### src/sv/urfc_pkg.sv
// Shared types and constants for the response frame checker.
`timescale 1ns / 1ps

package urfc_pkg;

  // Input item codes
  localparam logic [1:0] FN_START = 2'd0;
  localparam logic [1:0] FN_BYTE  = 2'd1;
  localparam logic [1:0] FN_TICK  = 2'd2;

  // Result status codes
  localparam logic [2:0] ST_OK        = 3'd0;
  localparam logic [2:0] ST_TIMEOUT   = 3'd1;
  localparam logic [2:0] ST_TOO_LONG  = 3'd2;
  localparam logic [2:0] ST_BAD_CHECK = 3'd3;
  localparam logic [2:0] ST_WRONG_CMD = 3'd4;
  localparam logic [2:0] ST_SHORT     = 3'd5;
  localparam logic [2:0] ST_UNKNOWN   = 3'd6;

  // Frame constants
  localparam logic [7:0] START_BYTE       = 8'hFE;
  localparam logic [7:0] VER_CMD0         = 8'h61;
  localparam logic [7:0] VER_CMD1         = 8'h02;
  localparam logic [7:0] INFO_CMD0        = 8'h67;
  localparam logic [7:0] INFO_CMD1        = 8'h00;
  localparam logic [7:0] VER_MIN_PAYLOAD  = 8'd9;
  localparam logic [7:0] INFO_MIN_PAYLOAD = 8'd12;
  localparam int         FIELD_N          = 12;
  localparam int         FIELD_IDX_W      = 4;
  localparam int         HDR_BYTES        = 4;
  localparam int         LEN_W            = 9;
  localparam int         TICK_W           = 10;
  localparam int         EVT_BYTES        = 10;
  localparam int         EVT_INFO_TYPE    = 9;
  localparam logic [7:0] MAX_ROLE         = 8'd2;
  localparam logic [7:0] MAX_FAMILY       = 8'd2;
  localparam logic [1:0] FAMILY_UNKNOWN   = 2'd3;

  typedef struct packed {
    logic [1:0] func;
    logic       probe_kind;
    logic [7:0] rx_byte;
  } in_t;

  typedef struct packed {
    logic [2:0]  status;
    logic        kind_done;
    logic [7:0]  transport_rev;
    logic [7:0]  product;
    logic [1:0]  chip_family;
    logic [7:0]  major_rel;
    logic [7:0]  minor_rel;
    logic [7:0]  maint_rel;
    logic [31:0] revision;
    logic [1:0]  role;
    logic [7:0]  device_status;
  } out_t;

  // Classified frame end, handed from front to back.
  // data[0..8] are payload bytes 0..8, data[9] is payload byte 11.
  typedef struct packed {
    logic [2:0]                  status;
    logic                        kind;
    logic [EVT_BYTES-1:0][7:0]   data;
  } evt_t;

endpackage

### src/sv/urfc_front.sv
// Front end: frame hunting, byte collection, timeout and classification.
`timescale 1ns / 1ps

module urfc_front #(
  parameter int VERSION_FRAME_MAX = 32,
  parameter int INFO_FRAME_MAX    = 64
) (
  input  logic                  clk,
  input  logic                  rst,
  input  logic                  in_fire,
  input  urfc_pkg::in_t         in_item,
  input  logic                  cfg_we,
  input  logic [9:0]            cfg_data,
  output logic                  evt_valid,
  output urfc_pkg::evt_t        evt
);
  import urfc_pkg::*;

  localparam int LIM_MAX = (VERSION_FRAME_MAX > INFO_FRAME_MAX) ?
                           VERSION_FRAME_MAX : INFO_FRAME_MAX;
  localparam int CNT_W   = $clog2(LIM_MAX + 1);

  typedef enum logic [2:0] {
    PH_IDLE = 3'b001,
    PH_HUNT = 3'b010,
    PH_RECV = 3'b100
  } phase_t;

  phase_t            phase;
  logic              active_kind;
  logic [CNT_W-1:0]  byte_count;
  logic [7:0]        length_byte;
  logic [7:0]        running_xor;
  logic [7:0]        hdr0;
  logic [7:0]        hdr1;
  logic [7:0]        field_bytes [FIELD_N];
  logic [TICK_W-1:0] tick_count;
  logic [TICK_W-1:0] timeout_ms;

  logic [TICK_W-1:0]      tick_next;
  logic [CNT_W-1:0]       count_next;
  logic [7:0]             xor_next;
  logic [LEN_W-1:0]       pkt_len;
  logic [LEN_W-1:0]       limit;
  logic                   is_byte;
  logic                   is_tick;
  logic                   fld_we;
  logic [FIELD_IDX_W-1:0] fld_idx;
  logic [CNT_W-1:0]       fld_off;
  logic [2:0]             frame_status;
  logic [7:0]             exp_cmd0;
  logic [7:0]             exp_cmd1;
  logic [7:0]             min_pay;

  assign is_byte    = in_fire && (in_item.func == FN_BYTE) && (phase != PH_IDLE);
  assign is_tick    = in_fire && (in_item.func == FN_TICK) && (phase != PH_IDLE);
  assign tick_next  = (tick_count == '1) ? tick_count : tick_count + 1'b1;
  assign count_next = byte_count + 1'b1;
  assign xor_next   = running_xor ^ in_item.rx_byte;
  assign pkt_len    = LEN_W'(HDR_BYTES + 1) + LEN_W'(length_byte);
  assign limit      = active_kind ? LEN_W'(INFO_FRAME_MAX) : LEN_W'(VERSION_FRAME_MAX);
  assign fld_off    = byte_count - CNT_W'(HDR_BYTES);
  assign fld_idx    = fld_off[FIELD_IDX_W-1:0];
  assign fld_we     = is_byte && (phase == PH_RECV) &&
                      (LEN_W'(byte_count) >= LEN_W'(HDR_BYTES)) &&
                      (LEN_W'(byte_count) < LEN_W'(HDR_BYTES + FIELD_N));
  assign exp_cmd0   = active_kind ? INFO_CMD0 : VER_CMD0;
  assign exp_cmd1   = active_kind ? INFO_CMD1 : VER_CMD1;
  assign min_pay    = active_kind ? INFO_MIN_PAYLOAD : VER_MIN_PAYLOAD;

  // Order decides: check byte, then command pair, then payload length
  always_comb begin
    priority if (xor_next != 8'd0) begin
      frame_status = ST_BAD_CHECK;
    end else if (hdr0 != exp_cmd0 || hdr1 != exp_cmd1) begin
      frame_status = ST_WRONG_CMD;
    end else if (length_byte < min_pay) begin
      frame_status = ST_SHORT;
    end else begin
      frame_status = ST_OK;
    end
  end

  // Classify the item: at most one frame-end transfer toward the back
  always_comb begin
    evt_valid  = 1'b0;
    evt.status = ST_OK;
    evt.kind   = active_kind;
    for (int i = 0; i < EVT_INFO_TYPE; i++) begin
      evt.data[i] = field_bytes[i];
    end
    evt.data[EVT_INFO_TYPE] = field_bytes[FIELD_N-1];
    if (is_tick && (tick_next >= timeout_ms)) begin
      evt_valid  = 1'b1;
      evt.status = ST_TIMEOUT;
    end else if (is_byte && phase == PH_RECV &&
                 LEN_W'(count_next) >= LEN_W'(HDR_BYTES + 1)) begin
      if (pkt_len > limit) begin
        evt_valid  = 1'b1;
        evt.status = ST_TOO_LONG;
      end else if (LEN_W'(count_next) >= pkt_len) begin
        evt_valid  = 1'b1;
        evt.status = frame_status;
      end
    end
  end

  always_ff @(posedge clk) begin
    if (fld_we) begin
      field_bytes[fld_idx] <= in_item.rx_byte;
    end
  end

  always_ff @(posedge clk) begin
    if (rst) begin
      phase       <= PH_IDLE;
      active_kind <= 1'b0;
      byte_count  <= '0;
      length_byte <= 8'd0;
      running_xor <= 8'd0;
      hdr0        <= 8'd0;
      hdr1        <= 8'd0;
      tick_count  <= '0;
      timeout_ms  <= TICK_W'(200);
    end else begin
      if (cfg_we) begin
        timeout_ms <= cfg_data;
      end
      if (in_fire && in_item.func == FN_START) begin
        // Restart: any running probe is dropped without a result
        phase       <= PH_HUNT;
        active_kind <= in_item.probe_kind;
        byte_count  <= '0;
        length_byte <= 8'd0;
        running_xor <= 8'd0;
        hdr0        <= 8'd0;
        hdr1        <= 8'd0;
        tick_count  <= '0;
      end else if (is_tick) begin
        tick_count <= tick_next;
        if (evt_valid) begin
          phase <= PH_IDLE;
        end
      end else if (is_byte) begin
        unique case (phase)
          PH_HUNT: begin
            if (in_item.rx_byte == START_BYTE) begin
              phase      <= PH_RECV;
              byte_count <= CNT_W'(1);
            end
          end
          PH_RECV: begin
            if (byte_count == CNT_W'(1)) begin
              length_byte <= in_item.rx_byte;
            end
            if (byte_count == CNT_W'(2)) begin
              hdr0 <= in_item.rx_byte;
            end
            if (byte_count == CNT_W'(3)) begin
              hdr1 <= in_item.rx_byte;
            end
            running_xor <= xor_next;
            byte_count  <= count_next;
            if (evt_valid) begin
              phase <= PH_IDLE;
            end
          end
          default: begin
            phase <= PH_IDLE;
          end
        endcase
      end
    end
  end

  a_evt_ends_probe: assert property (@(posedge clk) disable iff (rst)
    evt_valid |=> phase == PH_IDLE)
    else $error("probe still active after its result");

  a_recv_count: assert property (@(posedge clk) disable iff (rst)
    phase == PH_RECV |-> byte_count != '0 && LEN_W'(byte_count) <= limit)
    else $error("byte count out of range while receiving");

endmodule

### config.mk
export PLATFORM = sky130hd
export DESIGN_NAME = urfc_front
export DESIGN_NICKNAME = d
export VERILOG_FILES = /design/src/sv/urfc_pkg.sv /design/src/sv/urfc_front.sv
export SDC_FILE = /design/constraint.sdc
export NUM_CORES = 1
export LEC_CHECK = 0
export BUFFER_PORTS_ARGS = -buffer_cell sky130_fd_sc_hd__buf_4
export CORE_AREA = 2 2 110 112
export CTS_CLUSTER_DIAMETER = 100
export CTS_CLUSTER_SIZE = 24
export DETAILED_ROUTE_END_ITERATION = 12
export DIE_AREA = 0 0 112 114
export HOLD_SLACK_MARGIN = 0.15
export PLACE_DENSITY = 0.82
export SLEW_MARGIN = 20
export SYNTH_ARGS = -nofsm -noshare
export SYNTH_HDL_FRONTEND = slang
export SYNTH_SLANG_ARGS = --single-unit
### constraint.sdc
create_clock -name clk -period 4 [get_ports clk]
set_input_delay 0.2 -clock clk [delete_from_list [all_inputs] [get_ports clk]]
set_output_delay 0.2 -clock clk [all_outputs]
set_load 0.03 [all_outputs]
Word level (Yosys, flattened, before mapping)
Memory sizes are Yosys's and may differ from the RTL's.
Index checks and enable logic that the tools add are counted.
{"block": "classes", "addsub": 4, "magnitude_cmp": 7, "n_eq_ne": 15, "muxes": 26, "n_bitwise": 2, "n_reduce_logical": 24}
{"op": "$mux 3", "n": 13}
{"op": "$reduce_and 4->1", "n": 4}
{"op": "$eq 7x2->1 const B", "n": 2}
{"op": "$ge 7x3->1 const B", "n": 2}
{"op": "$mux 7", "n": 2}
{"op": "$pmux 7 s2", "n": 1}
{"op": "$add 10x1->10 const B", "n": 1}
{"op": "$eq 10x10->1 const B", "n": 1}
{"op": "$ge 10x10->1", "n": 1}
{"op": "$logic_and 1x1->1", "n": 10}
{"op": "$mux 10", "n": 1}
{"op": "$add 3x8->9 const A", "n": 1}
{"op": "$ge 7x9->1", "n": 1}
{"op": "$gt 9x7->1", "n": 1}
{"op": "$eq 8x8->1 const B", "n": 1}
{"op": "$lt 8x4->1", "n": 1}
{"op": "$ne 8x2->1", "n": 1}
{"op": "$ne 8x7->1", "n": 1}
{"op": "$reduce_bool 8->1", "n": 1}
{"op": "$xor 8x8->8", "n": 1}
{"op": "$add 7x1->7 const B", "n": 1}
{"op": "$eq 7x1->1 const B", "n": 1}
{"op": "$lt 7x5->1 const B", "n": 1}
{"op": "$mux 1", "n": 6}
{"op": "19 further kinds", "n": 22}
{"block": "totals", "register_bits": 63, "ram_bits": 96, "in_bits": 25, "word_cells": 89, "n_memories": 1}
{"memory": "field_bytes", "words": 12, "word_bits": 8, "read_ports": 10, "rd_clocked_by_memory_dff": 0, "write_ports": 1, "line": "urfc_front.sv:36", "text": "logic [7:0] field_bytes [FIELD_N];"}

Longest topological paths before layout
Gate-level depths: netlist of run 1.
{"block": "depth", "depth_word": 12, "mapped_depth": 15, "depth_no_buf": 13}

Worst setup path before layout of run 1
No wires, ideal clock.
{"block": "synth_path", "kind": "register to output", "from": "reg length_byte[1]", "to": "out evt[83] in the netlist's numbering", "arrival_time_ps": 2885, "required_time_ps": 3800, "path_slack_ps": 915, "stages_incl_launch_ff": 11, "path_buffers": 0, "path_cell_list": "dfxtp_1 -> ha_1 -> o2111ai_1 -> xnor2_1 -> ha_1 -> nand2_1 -> nor4b_1 -> o211ai_1 -> a31oi_4 -> nand2_2 -> a2111oi_2"}
{"element": "start: declaration", "line": "urfc_front.sv:32", "text": "logic [7:0] length_byte;"}
{"element": "start signal: assignment", "line": "urfc_front.sv:154", "text": "length_byte <= in_item.rx_byte;"}
{"element": "end: declaration", "line": "urfc_front.sv:15", "text": "output urfc_pkg::evt_t evt"}

Worst setup path in the final report of run 1
{"block": "layout_path", "from": "reg tick_count[0]", "to": "out evt_valid"}
{"block": "layout_via", "elab_chain_cells": 5}
{"element": "start: declaration", "line": "urfc_front.sv:37", "text": "logic [TICK_W-1:0] tick_count;"}
{"element": "start signal: assignment", "line": "urfc_front.sv:140", "text": "tick_count <= tick_next;"}
{"element": "$add 10x1->10 / $eq 10x10->1 (equally long branches)", "line": "urfc_front.sv:57", "text": "assign tick_next = (tick_count == '1) ? tick_count : tick_count + 1'b1;"}
{"element": "$mux 10 *", "line": "urfc_front.sv:57"}
{"element": "via tick_next[5]", "line": "urfc_front.sv:40", "text": "logic [TICK_W-1:0] tick_next;"}
{"element": "$ge 10x10->1 *", "line": "urfc_front.sv:93", "text": "if (is_tick && (tick_next >= timeout_ms)) begin"}
{"element": "$logic_and 1x1->1 *", "line": "urfc_front.sv:93"}
{"element": "$mux 1 *", "line": "urfc_front.sv:93"}
{"element": "end: declaration", "line": "urfc_front.sv:14", "text": "output logic evt_valid,"}
Mark *: on every way through the listed nets, which the timed path passes. The rest lies on a longest branch.

==> metrics.txt, run 1 <==
# TYPE chip_impl_metric gauge
chip_impl_metric{name="drc_violations",unit=""} 0
chip_impl_info{name="critical_path.endpoint_type",value="primary output"} 1
chip_impl_metric{name="synth_fa_ha_area_share",unit="%"} 5.137
chip_impl_metric{name="final_min_period_over_clock_period",unit="%"} 93.65
chip_impl_info{name="crit_path_start_kind",value="flop"} 1
chip_impl_metric{name="setup_slack",unit="ns"} 0.2538
chip_impl_metric{name="leakagePower",unit="nW"} 3.084
chip_impl_metric{name="drt-initial-drc-count",unit=""} 314
chip_impl_info{name="dominant_combinational_cell_family_by_area_after_synthesis",value="simple AND/OR/NAND/NOR gates"} 1
chip_impl_metric{name="utilization",unit="%"} 69.21
chip_impl_info{name="most_frequent_standard_cell_in_the_layout_excluding_fill_and_tap_cells",value="sky130_fd_sc_hd__buf_4"} 1
chip_impl_metric{name="report.power.total",unit="mW"} 3.154
chip_impl_info{name="layout_common_cells",value="sky130_fd_sc_hd__buf_4 (111), sky130_fd_sc_hd__edfxtp_1 (80), sky130_fd_sc_hd__nand2_1 (70)"} 1
chip_impl_metric{name="synthSimpleGateAreaFrac",unit="%"} 16.72
chip_impl_info{name="tritoncts_clock_tree",value="built"} 1
chip_impl_metric{name="syn-cell-area",unit="um2"} 6332
chip_impl_info{name="clk_root_buffer_cell",value="sky130_fd_sc_hd__clkbuf_16"} 1
chip_impl_info{name="hold_path_class",value="primary input to flop"} 1
chip_impl_metric{name="clock_skew",unit="ns"} 0.008818
chip_impl_info{name="outcome",value="complete, no violations"} 1
chip_impl_metric{name="cts_inserted_buffers",unit=""} 17
chip_impl_metric{name="peak_vdd_ir",unit="mV"} 0.4212
chip_impl_metric{name="avgRoutedWirePerCell",unit="um"} 17.64
chip_impl_metric{name="clock_latency",unit="ns"} 0.43
chip_impl_info{name="grt_setup_unrepaired",value="false"} 1
chip_impl_metric{name="final_net_count",unit=""} 769
chip_impl_metric{name="grt_antenna_before_repair",unit=""} 0
chip_impl_metric{name="place.detailed.hpwl",unit="um"} 9980
chip_impl_metric{name="synth_area_in_compound_gates",unit="%"} 10.79
chip_impl_metric{name="synth_warnings",unit=""} 0
chip_impl_metric{name="place_ws",unit="ns"} 0.7821
chip_impl_metric{name="timing.final.setup_violations",unit=""} 0
chip_impl_metric{name="postPlaceCellArea",unit="um2"} 7224
chip_impl_metric{name="design.die.area",unit="um2"} 12770
chip_impl_metric{name="synth_async_sr_flop_share",unit="%"} 0
chip_impl_metric{name="place_congestion",unit=""} 0.9169
chip_impl_metric{name="synth_enable_flop_cells",unit=""} 80
chip_impl_metric{name="postCtsSetupRepairBufs",unit=""} 0
chip_impl_metric{name="globalRouteOverflowTotal",unit=""} 0
chip_impl_metric{name="floorplan.die.width",unit="um"} 112
chip_impl_metric{name="syn_area_per_cell",unit="um2"} 10.90
chip_impl_metric{name="netlist_instances",unit=""} 581
chip_impl_metric{name="hold_viol_final",unit=""} 0
chip_impl_metric{name="core_area",unit="um2"} 11710
chip_impl_metric{name="synth_nets",unit=""} 632
chip_impl_metric{name="max-slew-margin-rel",unit="%"} 29.04
chip_impl_metric{name="hold_depth",unit=""} 4
chip_impl_metric{name="worst-slew-pin-transition",unit="ns"} 1.059
chip_impl_metric{name="power.density_cell_area",unit="nW/um2"} 389.1
chip_impl_metric{name="cts_max_level",unit=""} 4
chip_impl_metric{name="first_pass_iters",unit=""} 5
chip_impl_metric{name="route.detailed.vias_per_inst",unit=""} 5.714
chip_impl_metric{name="synth.ff_latch_count",unit=""} 143
chip_impl_metric{name="clk_pin_slew_worst_paths",unit="ns"} 0.06
chip_impl_metric{name="starting_density_of_the_core",unit="%"} 54.07
chip_impl_metric{name="synth.mux.area_fraction",unit="%"} 1.284
chip_impl_info{name="worst-setup-path-type",value="flop to primary output"} 1
chip_impl_metric{name="layout-drive-gt1-share",unit="%"} 21.10
chip_impl_info{name="postSynth.topFlopCell",value="sky130_fd_sc_hd__edfxtp_1"} 1
chip_impl_metric{name="synth-xor-area-share",unit="%"} 4.979
chip_impl_metric{name="grt_start_max_net_pins",unit=""} 50
chip_impl_metric{name="postRouteWirelength",unit="um"} 15470
chip_impl_metric{name="drv_cap",unit=""} 0
chip_impl_metric{name="worst-r2r-cell-count",unit=""} 12
chip_impl_metric{name="die_h",unit="um"} 114
chip_impl_metric{name="gr-usage-all-layers",unit="%"} 24.73
chip_impl_metric{name="grt_pass1_wl",unit="um"} 24460
chip_impl_metric{name="grt_pass1_vias",unit=""} 4820
chip_impl_metric{name="io_buffer_count",unit=""} 109
chip_impl_metric{name="slew_viol_final",unit=""} 0
chip_impl_metric{name="setup_tns",unit="ns"} 0
chip_impl_metric{name="final_design_area_no_fill",unit="um2"} 8105
chip_impl_metric{name="clockBufferDepth",unit=""} 2
chip_impl_metric{name="diodes",unit=""} 0
chip_impl_metric{name="finalCriticalPeriod",unit="ns"} 3.746
chip_impl_metric{name="std_cell_rows",unit=""} 40
chip_impl_metric{name="required",unit="ns"} 3.80
chip_impl_metric{name="synth.lib_cells_used.distinct",unit=""} 65
chip_impl_metric{name="io-pin-count",unit=""} 110
chip_impl_metric{name="final_antenna_net_count",unit=""} 0
chip_impl_metric{name="areaGrowthSynthToFinish",unit="%"} 28.00
chip_impl_metric{name="worstPathArrival",unit="ns"} 3.55
chip_impl_metric{name="fmax",unit="MHz"} 266.9
chip_impl_metric{name="synth.yosys.seq_area_share",unit="%"} 57.85
chip_impl_metric{name="clock_sink_count",unit=""} 143
chip_impl_metric{name="post_cts_resize_count",unit=""} 0
chip_impl_metric{name="critical_path_peak_fanout",unit=""} 6
chip_impl_metric{name="detailroute.via_count",unit=""} 5011
## per-layer routing
layer	track usage (%)	vias to the layer above	part of all wire, %
met3	7.598	47	8.0
met5	0	-	0
met1	30.27	2351	41
li1	-	2353	-
met4	12.03	0	3.3
met2	40.20	260	47
## final timing paths
check / from / end / slack [ns]
worst min-delay path: in_item[10] / phase[1] / 0.24
worst max-delay path: tick_count[0] / evt_valid / 0.25
worst max register to register: tick_count[0] / phase[0] / 0.74
worst min register to register: hdr1[2] / hdr1[2] / 0.46
## registers in the layout, summed over array words and instances (netlist names)
name	flops
field_bytes	80
tick_count	10
timeout_ms	10
hdr0	8
hdr1	8
length_byte	8
running_xor	8
byte_count	7
phase	3
active_kind	1
## critical path, cell delays in order, from the launching register on
cell,delay [ns]
sky130_fd_sc_hd__dfxtp_1,0.41
sky130_fd_sc_hd__ha_1,0.28
sky130_fd_sc_hd__and3_1,0.20
sky130_fd_sc_hd__and3_1,0.29
sky130_fd_sc_hd__or2_1,0.25
sky130_fd_sc_hd__nor2_1,0.08
sky130_fd_sc_hd__xor2_1,0.15
sky130_fd_sc_hd__ha_1,0.19
sky130_fd_sc_hd__or3_1,0.37
sky130_fd_sc_hd__a221oi_1,0.37
sky130_fd_sc_hd__o22a_1,0.25
sky130_fd_sc_hd__o21ai_1,0.09
sky130_fd_sc_hd__buf_4,0.17
## area by class of cell
class | count | area, um2
clock buffers | 17 | 425.4
flip-flops and latches | 143 | 3664
clock inverters | 14 | 120.1
fillers | 802 | 3606
well taps | 147 | 183.9
inverters | 20 | 75.07
repair buffers | 144 | 1164
multi-input cells | 392 | 2474
## power by group
part	total [mW]	leakage, nW	internal (mW)	switching [mW]
Combinational	0.133	1.59	0.0579	0.0746
Clock	1.46	0.263	0.848	0.610
Sequential	1.56	1.23	1.56	0.00593
## synthesized netlist by cell type (all sizes together) (5+ instances only)
cell | n | area share, %
nor2 | 52 | 3.1
xor2 | 24 | 3.3
dfxtp | 63 | 20
a21oi | 45 | 3.6
clkbuf | 13 | 0.77
inv | 20 | 1.2
nand2 | 71 | 4.2
o21ai | 11 | 0.87
nor4 | 7 | 0.69
and3 | 5 | 0.49
o211ai | 5 | 0.59
mux2i | 7 | 1.1
ha | 26 | 5.1
xnor2 | 12 | 1.7
nor3 | 16 | 1.3
edfxtp | 80 | 38
a31oi | 7 | 0.93
and2 | 8 | 0.79
buf | 13 | 1.3
nand3 | 37 | 2.9
## cell families (layout without fill, tap and decap cells)
family                   after synthesis  count (layout)
AND/OR/NAND/NOR                      223             223
flip-flops                           143             143
AO/OA/AOI/OAI                         99              99
buffers and inverters                 46             195
XOR/XNOR                              36              36
adder cells (fa/ha/maj)               26              26
multiplexers                           8               8
## repair_timing
action	in CTS	in global routing
hold endpoints to repair	81	2
endpoints found under the setup margin	0	0
hold buffers	32	1
## stage by stage
step	hold WS, ns	instances
2_1_floorplan	0.2989	581
3_3_place_gp	0.4222	813
3_5_place_dp	0.4274	813
4_1_cts	0.1530	876
5_1_grt	0.2808	877
6_report	0.2394	877
Note: power is estimated with default switching activity, not from simulation.
==> run 2: changes to the inputs <==
--- a/config.mk
+++ b/config.mk
@@ -8,3 +8,5 @@
 export BUFFER_PORTS_ARGS = -buffer_cell sky130_fd_sc_hd__buf_4
-export CORE_AREA = 2 2 110 112
+export CELL_PAD_IN_SITES_DETAIL_PLACEMENT = 0
+export CELL_PAD_IN_SITES_GLOBAL_PLACEMENT = 1
+export CORE_AREA = 2 2 123 125
 export CTS_CLUSTER_DIAMETER = 100
@@ -12,5 +14,5 @@
 export DETAILED_ROUTE_END_ITERATION = 12
-export DIE_AREA = 0 0 112 114
+export DIE_AREA = 0 0 125 127
 export HOLD_SLACK_MARGIN = 0.15
-export PLACE_DENSITY = 0.82
+export PLACE_DENSITY = 0.83
 export SLEW_MARGIN = 20
==> constraint.sdc (replaced) <==
create_clock -name clk -period 4 [get_ports clk]
set_input_delay 0.6 -clock clk [delete_from_list [all_inputs] [get_ports clk]]
set_output_delay 0.6 -clock clk [all_outputs]
set_load 0.03 [all_outputs]
==> run 2 against run 1 <==
Combinational power is 20% lower. Global-route usage is 5.9 points lower. Critical path depth stayed put. Non-clock buffer count is 27 lower. Largest cell class unchanged.
==> metrics.txt, run 2 (synthesized netlist as in run 1, its figures left out) <==
# TYPE chip_impl_metric gauge
chip_impl_info{name="outcome",value="complete, no violations"} 1
chip_impl_metric{name="final_min_period_over_clock_period",unit="%"} 94.75
chip_impl_info{name="clk_root_buffer_cell",value="sky130_fd_sc_hd__clkbuf_16"} 1
chip_impl_metric{name="grt_pass1_wl",unit="um"} 23580
chip_impl_metric{name="finalCriticalPeriod",unit="ns"} 3.790
chip_impl_metric{name="detailroute.via_count",unit=""} 4732
chip_impl_metric{name="critical_path_peak_fanout",unit=""} 6
chip_impl_metric{name="cell_internal_pwr",unit="mW"} 2.447
chip_impl_metric{name="critical_path_depth",unit=""} 12
chip_impl_metric{name="clock_latency",unit="ns"} 0.42
chip_impl_metric{name="io-pin-count",unit=""} 110
chip_impl_metric{name="worstPathArrival",unit="ns"} 3.19
chip_impl_metric{name="report.power.total",unit="mW"} 3.113
chip_impl_metric{name="leakagePower",unit="nW"} 2.975
chip_impl_metric{name="clk_pin_slew_worst_paths",unit="ns"} 0.06
chip_impl_metric{name="clock_skew",unit="ns"} 0.008759
chip_impl_metric{name="starting_density_of_the_core",unit="%"} 43.90
chip_impl_metric{name="power.density_cell_area",unit="nW/um2"} 393.7
chip_impl_metric{name="setup_tns",unit="ns"} 0
chip_impl_info{name="layout_common_cells",value="sky130_fd_sc_hd__buf_4 (117), sky130_fd_sc_hd__edfxtp_1 (80), sky130_fd_sc_hd__nand2_1 (70)"} 1
chip_impl_metric{name="route.detailed.vias_per_inst",unit=""} 5.329
chip_impl_info{name="setup.worst_path.start",value="tick_count[0]"} 1
chip_impl_info{name="crit_path_start_kind",value="flop"} 1
chip_impl_metric{name="grt_pass1_vias",unit=""} 4555
chip_impl_metric{name="grt_antenna_before_repair",unit=""} 0
chip_impl_metric{name="floorplan.die.width",unit="um"} 125
chip_impl_metric{name="core_area",unit="um2"} 14420
chip_impl_info{name="largest_registers",value="field_bytes: 80 flops, tick_count: 10 flops, timeout_ms: 10 flops"} 1
chip_impl_info{name="hold_path_class",value="primary input to flop"} 1
chip_impl_metric{name="required",unit="ns"} 3.40
chip_impl_info{name="critical_path.cell_chain",value="ha_2 -> and3_1 -> and3_4 -> or2_4 -> nor2_1 -> xor2_1 -> ha_1 -> or3_1 -> a221oi_4 -> o22a_1 -> o21ai_1 -> buf_4"} 1
chip_impl_metric{name="gr-usage-all-layers",unit="%"} 18.82
chip_impl_metric{name="cts_max_level",unit=""} 4
chip_impl_metric{name="swShare",unit="%"} 21.39
chip_impl_metric{name="hold_viol_final",unit=""} 0
chip_impl_metric{name="slew_viol_final",unit=""} 0
chip_impl_metric{name="diodes",unit=""} 0
chip_impl_info{name="most_frequent_standard_cell_in_the_layout_excluding_fill_and_tap_cells",value="sky130_fd_sc_hd__buf_4"} 1
chip_impl_metric{name="std_cell_rows",unit=""} 44
chip_impl_info{name="registers.top_by_ff_count",value="field_bytes"} 1
chip_impl_info{name="startpoint_of_the_worst_slack_reg_to_reg_timing_path",value="tick_count[0]"} 1
chip_impl_metric{name="drv_cap",unit=""} 0
chip_impl_metric{name="layout-drive-gt1-share",unit="%"} 23.86
chip_impl_metric{name="number_of_flip_flops_under_the_largest_register_name",unit=""} 80
chip_impl_metric{name="drt-initial-drc-count",unit=""} 300
chip_impl_metric{name="place.detailed.hpwl",unit="um"} 9847
chip_impl_metric{name="peak_vdd_ir",unit="mV"} 0.2280
chip_impl_metric{name="postRouteWirelength",unit="um"} 14490
chip_impl_metric{name="timing.final.setup_violations",unit=""} 0
chip_impl_metric{name="postCtsHoldBufs",unit=""} 0
chip_impl_metric{name="grt_start_max_net_pins",unit=""} 40
chip_impl_metric{name="final_antenna_net_count",unit=""} 0
chip_impl_metric{name="first_pass_iters",unit=""} 5
chip_impl_info{name="grt_setup_unrepaired",value="false"} 1
chip_impl_metric{name="regToRegSetupSlack",unit="ns"} 1.11
chip_impl_info{name="critical_path.endpoint_type",value="primary output"} 1
chip_impl_metric{name="final_net_count",unit=""} 742
chip_impl_metric{name="design.die.area",unit="um2"} 15880
chip_impl_metric{name="switchingPower",unit="mW"} 0.6661
chip_impl_metric{name="io_buffer_count",unit=""} 109
chip_impl_metric{name="postCtsSetupRepairBufs",unit=""} 0
chip_impl_metric{name="place_congestion",unit=""} 0.8328
chip_impl_metric{name="clockBufferDepth",unit=""} 2
chip_impl_metric{name="worst-r2r-cell-count",unit=""} 12
chip_impl_metric{name="die_h",unit="um"} 127
chip_impl_metric{name="max-slew-margin-rel",unit="%"} 54.77
chip_impl_metric{name="cts_inserted_buffers",unit=""} 17
chip_impl_info{name="critPathCapture",value="evt_valid"} 1
chip_impl_info{name="crit_slowest_cell",value="sky130_fd_sc_hd__or3_1"} 1
chip_impl_metric{name="seqPwrFrac",unit="%"} 50.2
chip_impl_info{name="path_delay_family",value="simple AND/OR/NAND/NOR gates"} 1
chip_impl_info{name="worst-setup-path-type",value="flop to primary output"} 1
chip_impl_metric{name="cp.buffers_inverters",unit=""} 1
chip_impl_metric{name="clock_sink_count",unit=""} 143
chip_impl_info{name="tritoncts_clock_tree",value="built"} 1
chip_impl_metric{name="areaGrowthSynthToFinish",unit="%"} 24.90
chip_impl_metric{name="globalRouteOverflowTotal",unit=""} 0
chip_impl_metric{name="power_frac_clock",unit="%"} 46.4
chip_impl_metric{name="worst-slew-pin-transition",unit="ns"} 0.6759
chip_impl_info{name="timing.rr.end",value="phase[0]"} 1
chip_impl_metric{name="fmax",unit="MHz"} 263.8
chip_impl_metric{name="drc_violations",unit=""} 0
chip_impl_metric{name="avgRoutedWirePerCell",unit="um"} 16.32
chip_impl_metric{name="timing.critical_path.slowest_cell_delay",unit="ns"} 0.42
chip_impl_metric{name="power_frac_comb",unit="%"} 3.4
-- run 2: routing by layer --
layer	up-vias	GRT usage, %	wire [um]
li1	2301	-	-
met1	2254	24.66	6704
met2	159	30.34	6731
met3	18	5.486	886
met4	0	6.144	168
met5	-	0	0
-- run 2: how the worst min path moves through the flow --
stage / startpoint / end / slack [ns] / depth (start not counted)
detailed placement: hdr0[7] / hdr0[7] / 0.45 / 2
global route: cfg_data[6] / timeout_ms[6] / 0.40 / 3
floorplan: hdr1[5] / hdr1[5] / 0.43 / 2
CTS: cfg_data[6] / timeout_ms[6] / 0.40 / 3
finish: cfg_data[6] / timeout_ms[6] / 0.41 / 3
global placement: hdr0[0] / hdr0[0] / 0.44 / 2
-- run 2: power groups by stage --
stage               logic, mW  clock network [mW]  registers, mW
floorplan              0.0477                   0           1.59
global placement        0.102                   0           1.59
detailed placement      0.104                   0           1.59
CTS                     0.106                1.47           1.56
global route            0.118                1.54           1.56
finish                  0.107                1.44           1.56
-- run 2: worst reg2reg max path, cell delays in order (launching register included) --
cell and delay (ns):
sky130_fd_sc_hd__dfxtp_2 0.34, sky130_fd_sc_hd__ha_2 0.21, sky130_fd_sc_hd__and3_1 0.18, sky130_fd_sc_hd__and3_4 0.20
sky130_fd_sc_hd__or2_4 0.25, sky130_fd_sc_hd__nor2_1 0.12, sky130_fd_sc_hd__xor2_1 0.08, sky130_fd_sc_hd__ha_1 0.19
sky130_fd_sc_hd__or3_1 0.42, sky130_fd_sc_hd__a221oi_4 0.24, sky130_fd_sc_hd__o221ai_1 0.20, sky130_fd_sc_hd__a211oi_2 0.25
sky130_fd_sc_hd__o31ai_1 0.09
-- run 2: area by class of cell --
type	instances	area, um2
multi-input cells	392	2512
repair buffers	117	878.3
fillers	1238	6515
clock inverters	14	116.4
clock buffers	18	429.2
flip-flops and latches	143	3667
inverters	20	75.07
well taps	184	230.2
-- run 2: what timing repair did --
item,4_1_cts,5_1_grt
setup endpoints to repair,3,3
pin swaps,0,1
gates resized for setup,2,12
-- run 2: through the flow --
stage	instance area (um2)	util, %	worst slack [ns]	hold slack, ns	std cells
3_3_place_gp	7311	50.69	0.4072	0.4391	856
3_5_place_dp	7311	50.69	0.3799	0.4470	856
5_1_grt	7909	54.83	0.003956	0.4041	888
6_report	7909	54.83	0.2100	0.4064	888
4_1_cts	7869	54.55	0.04437	0.3954	888
2_1_floorplan	6332	-	0.5150	0.4308	581
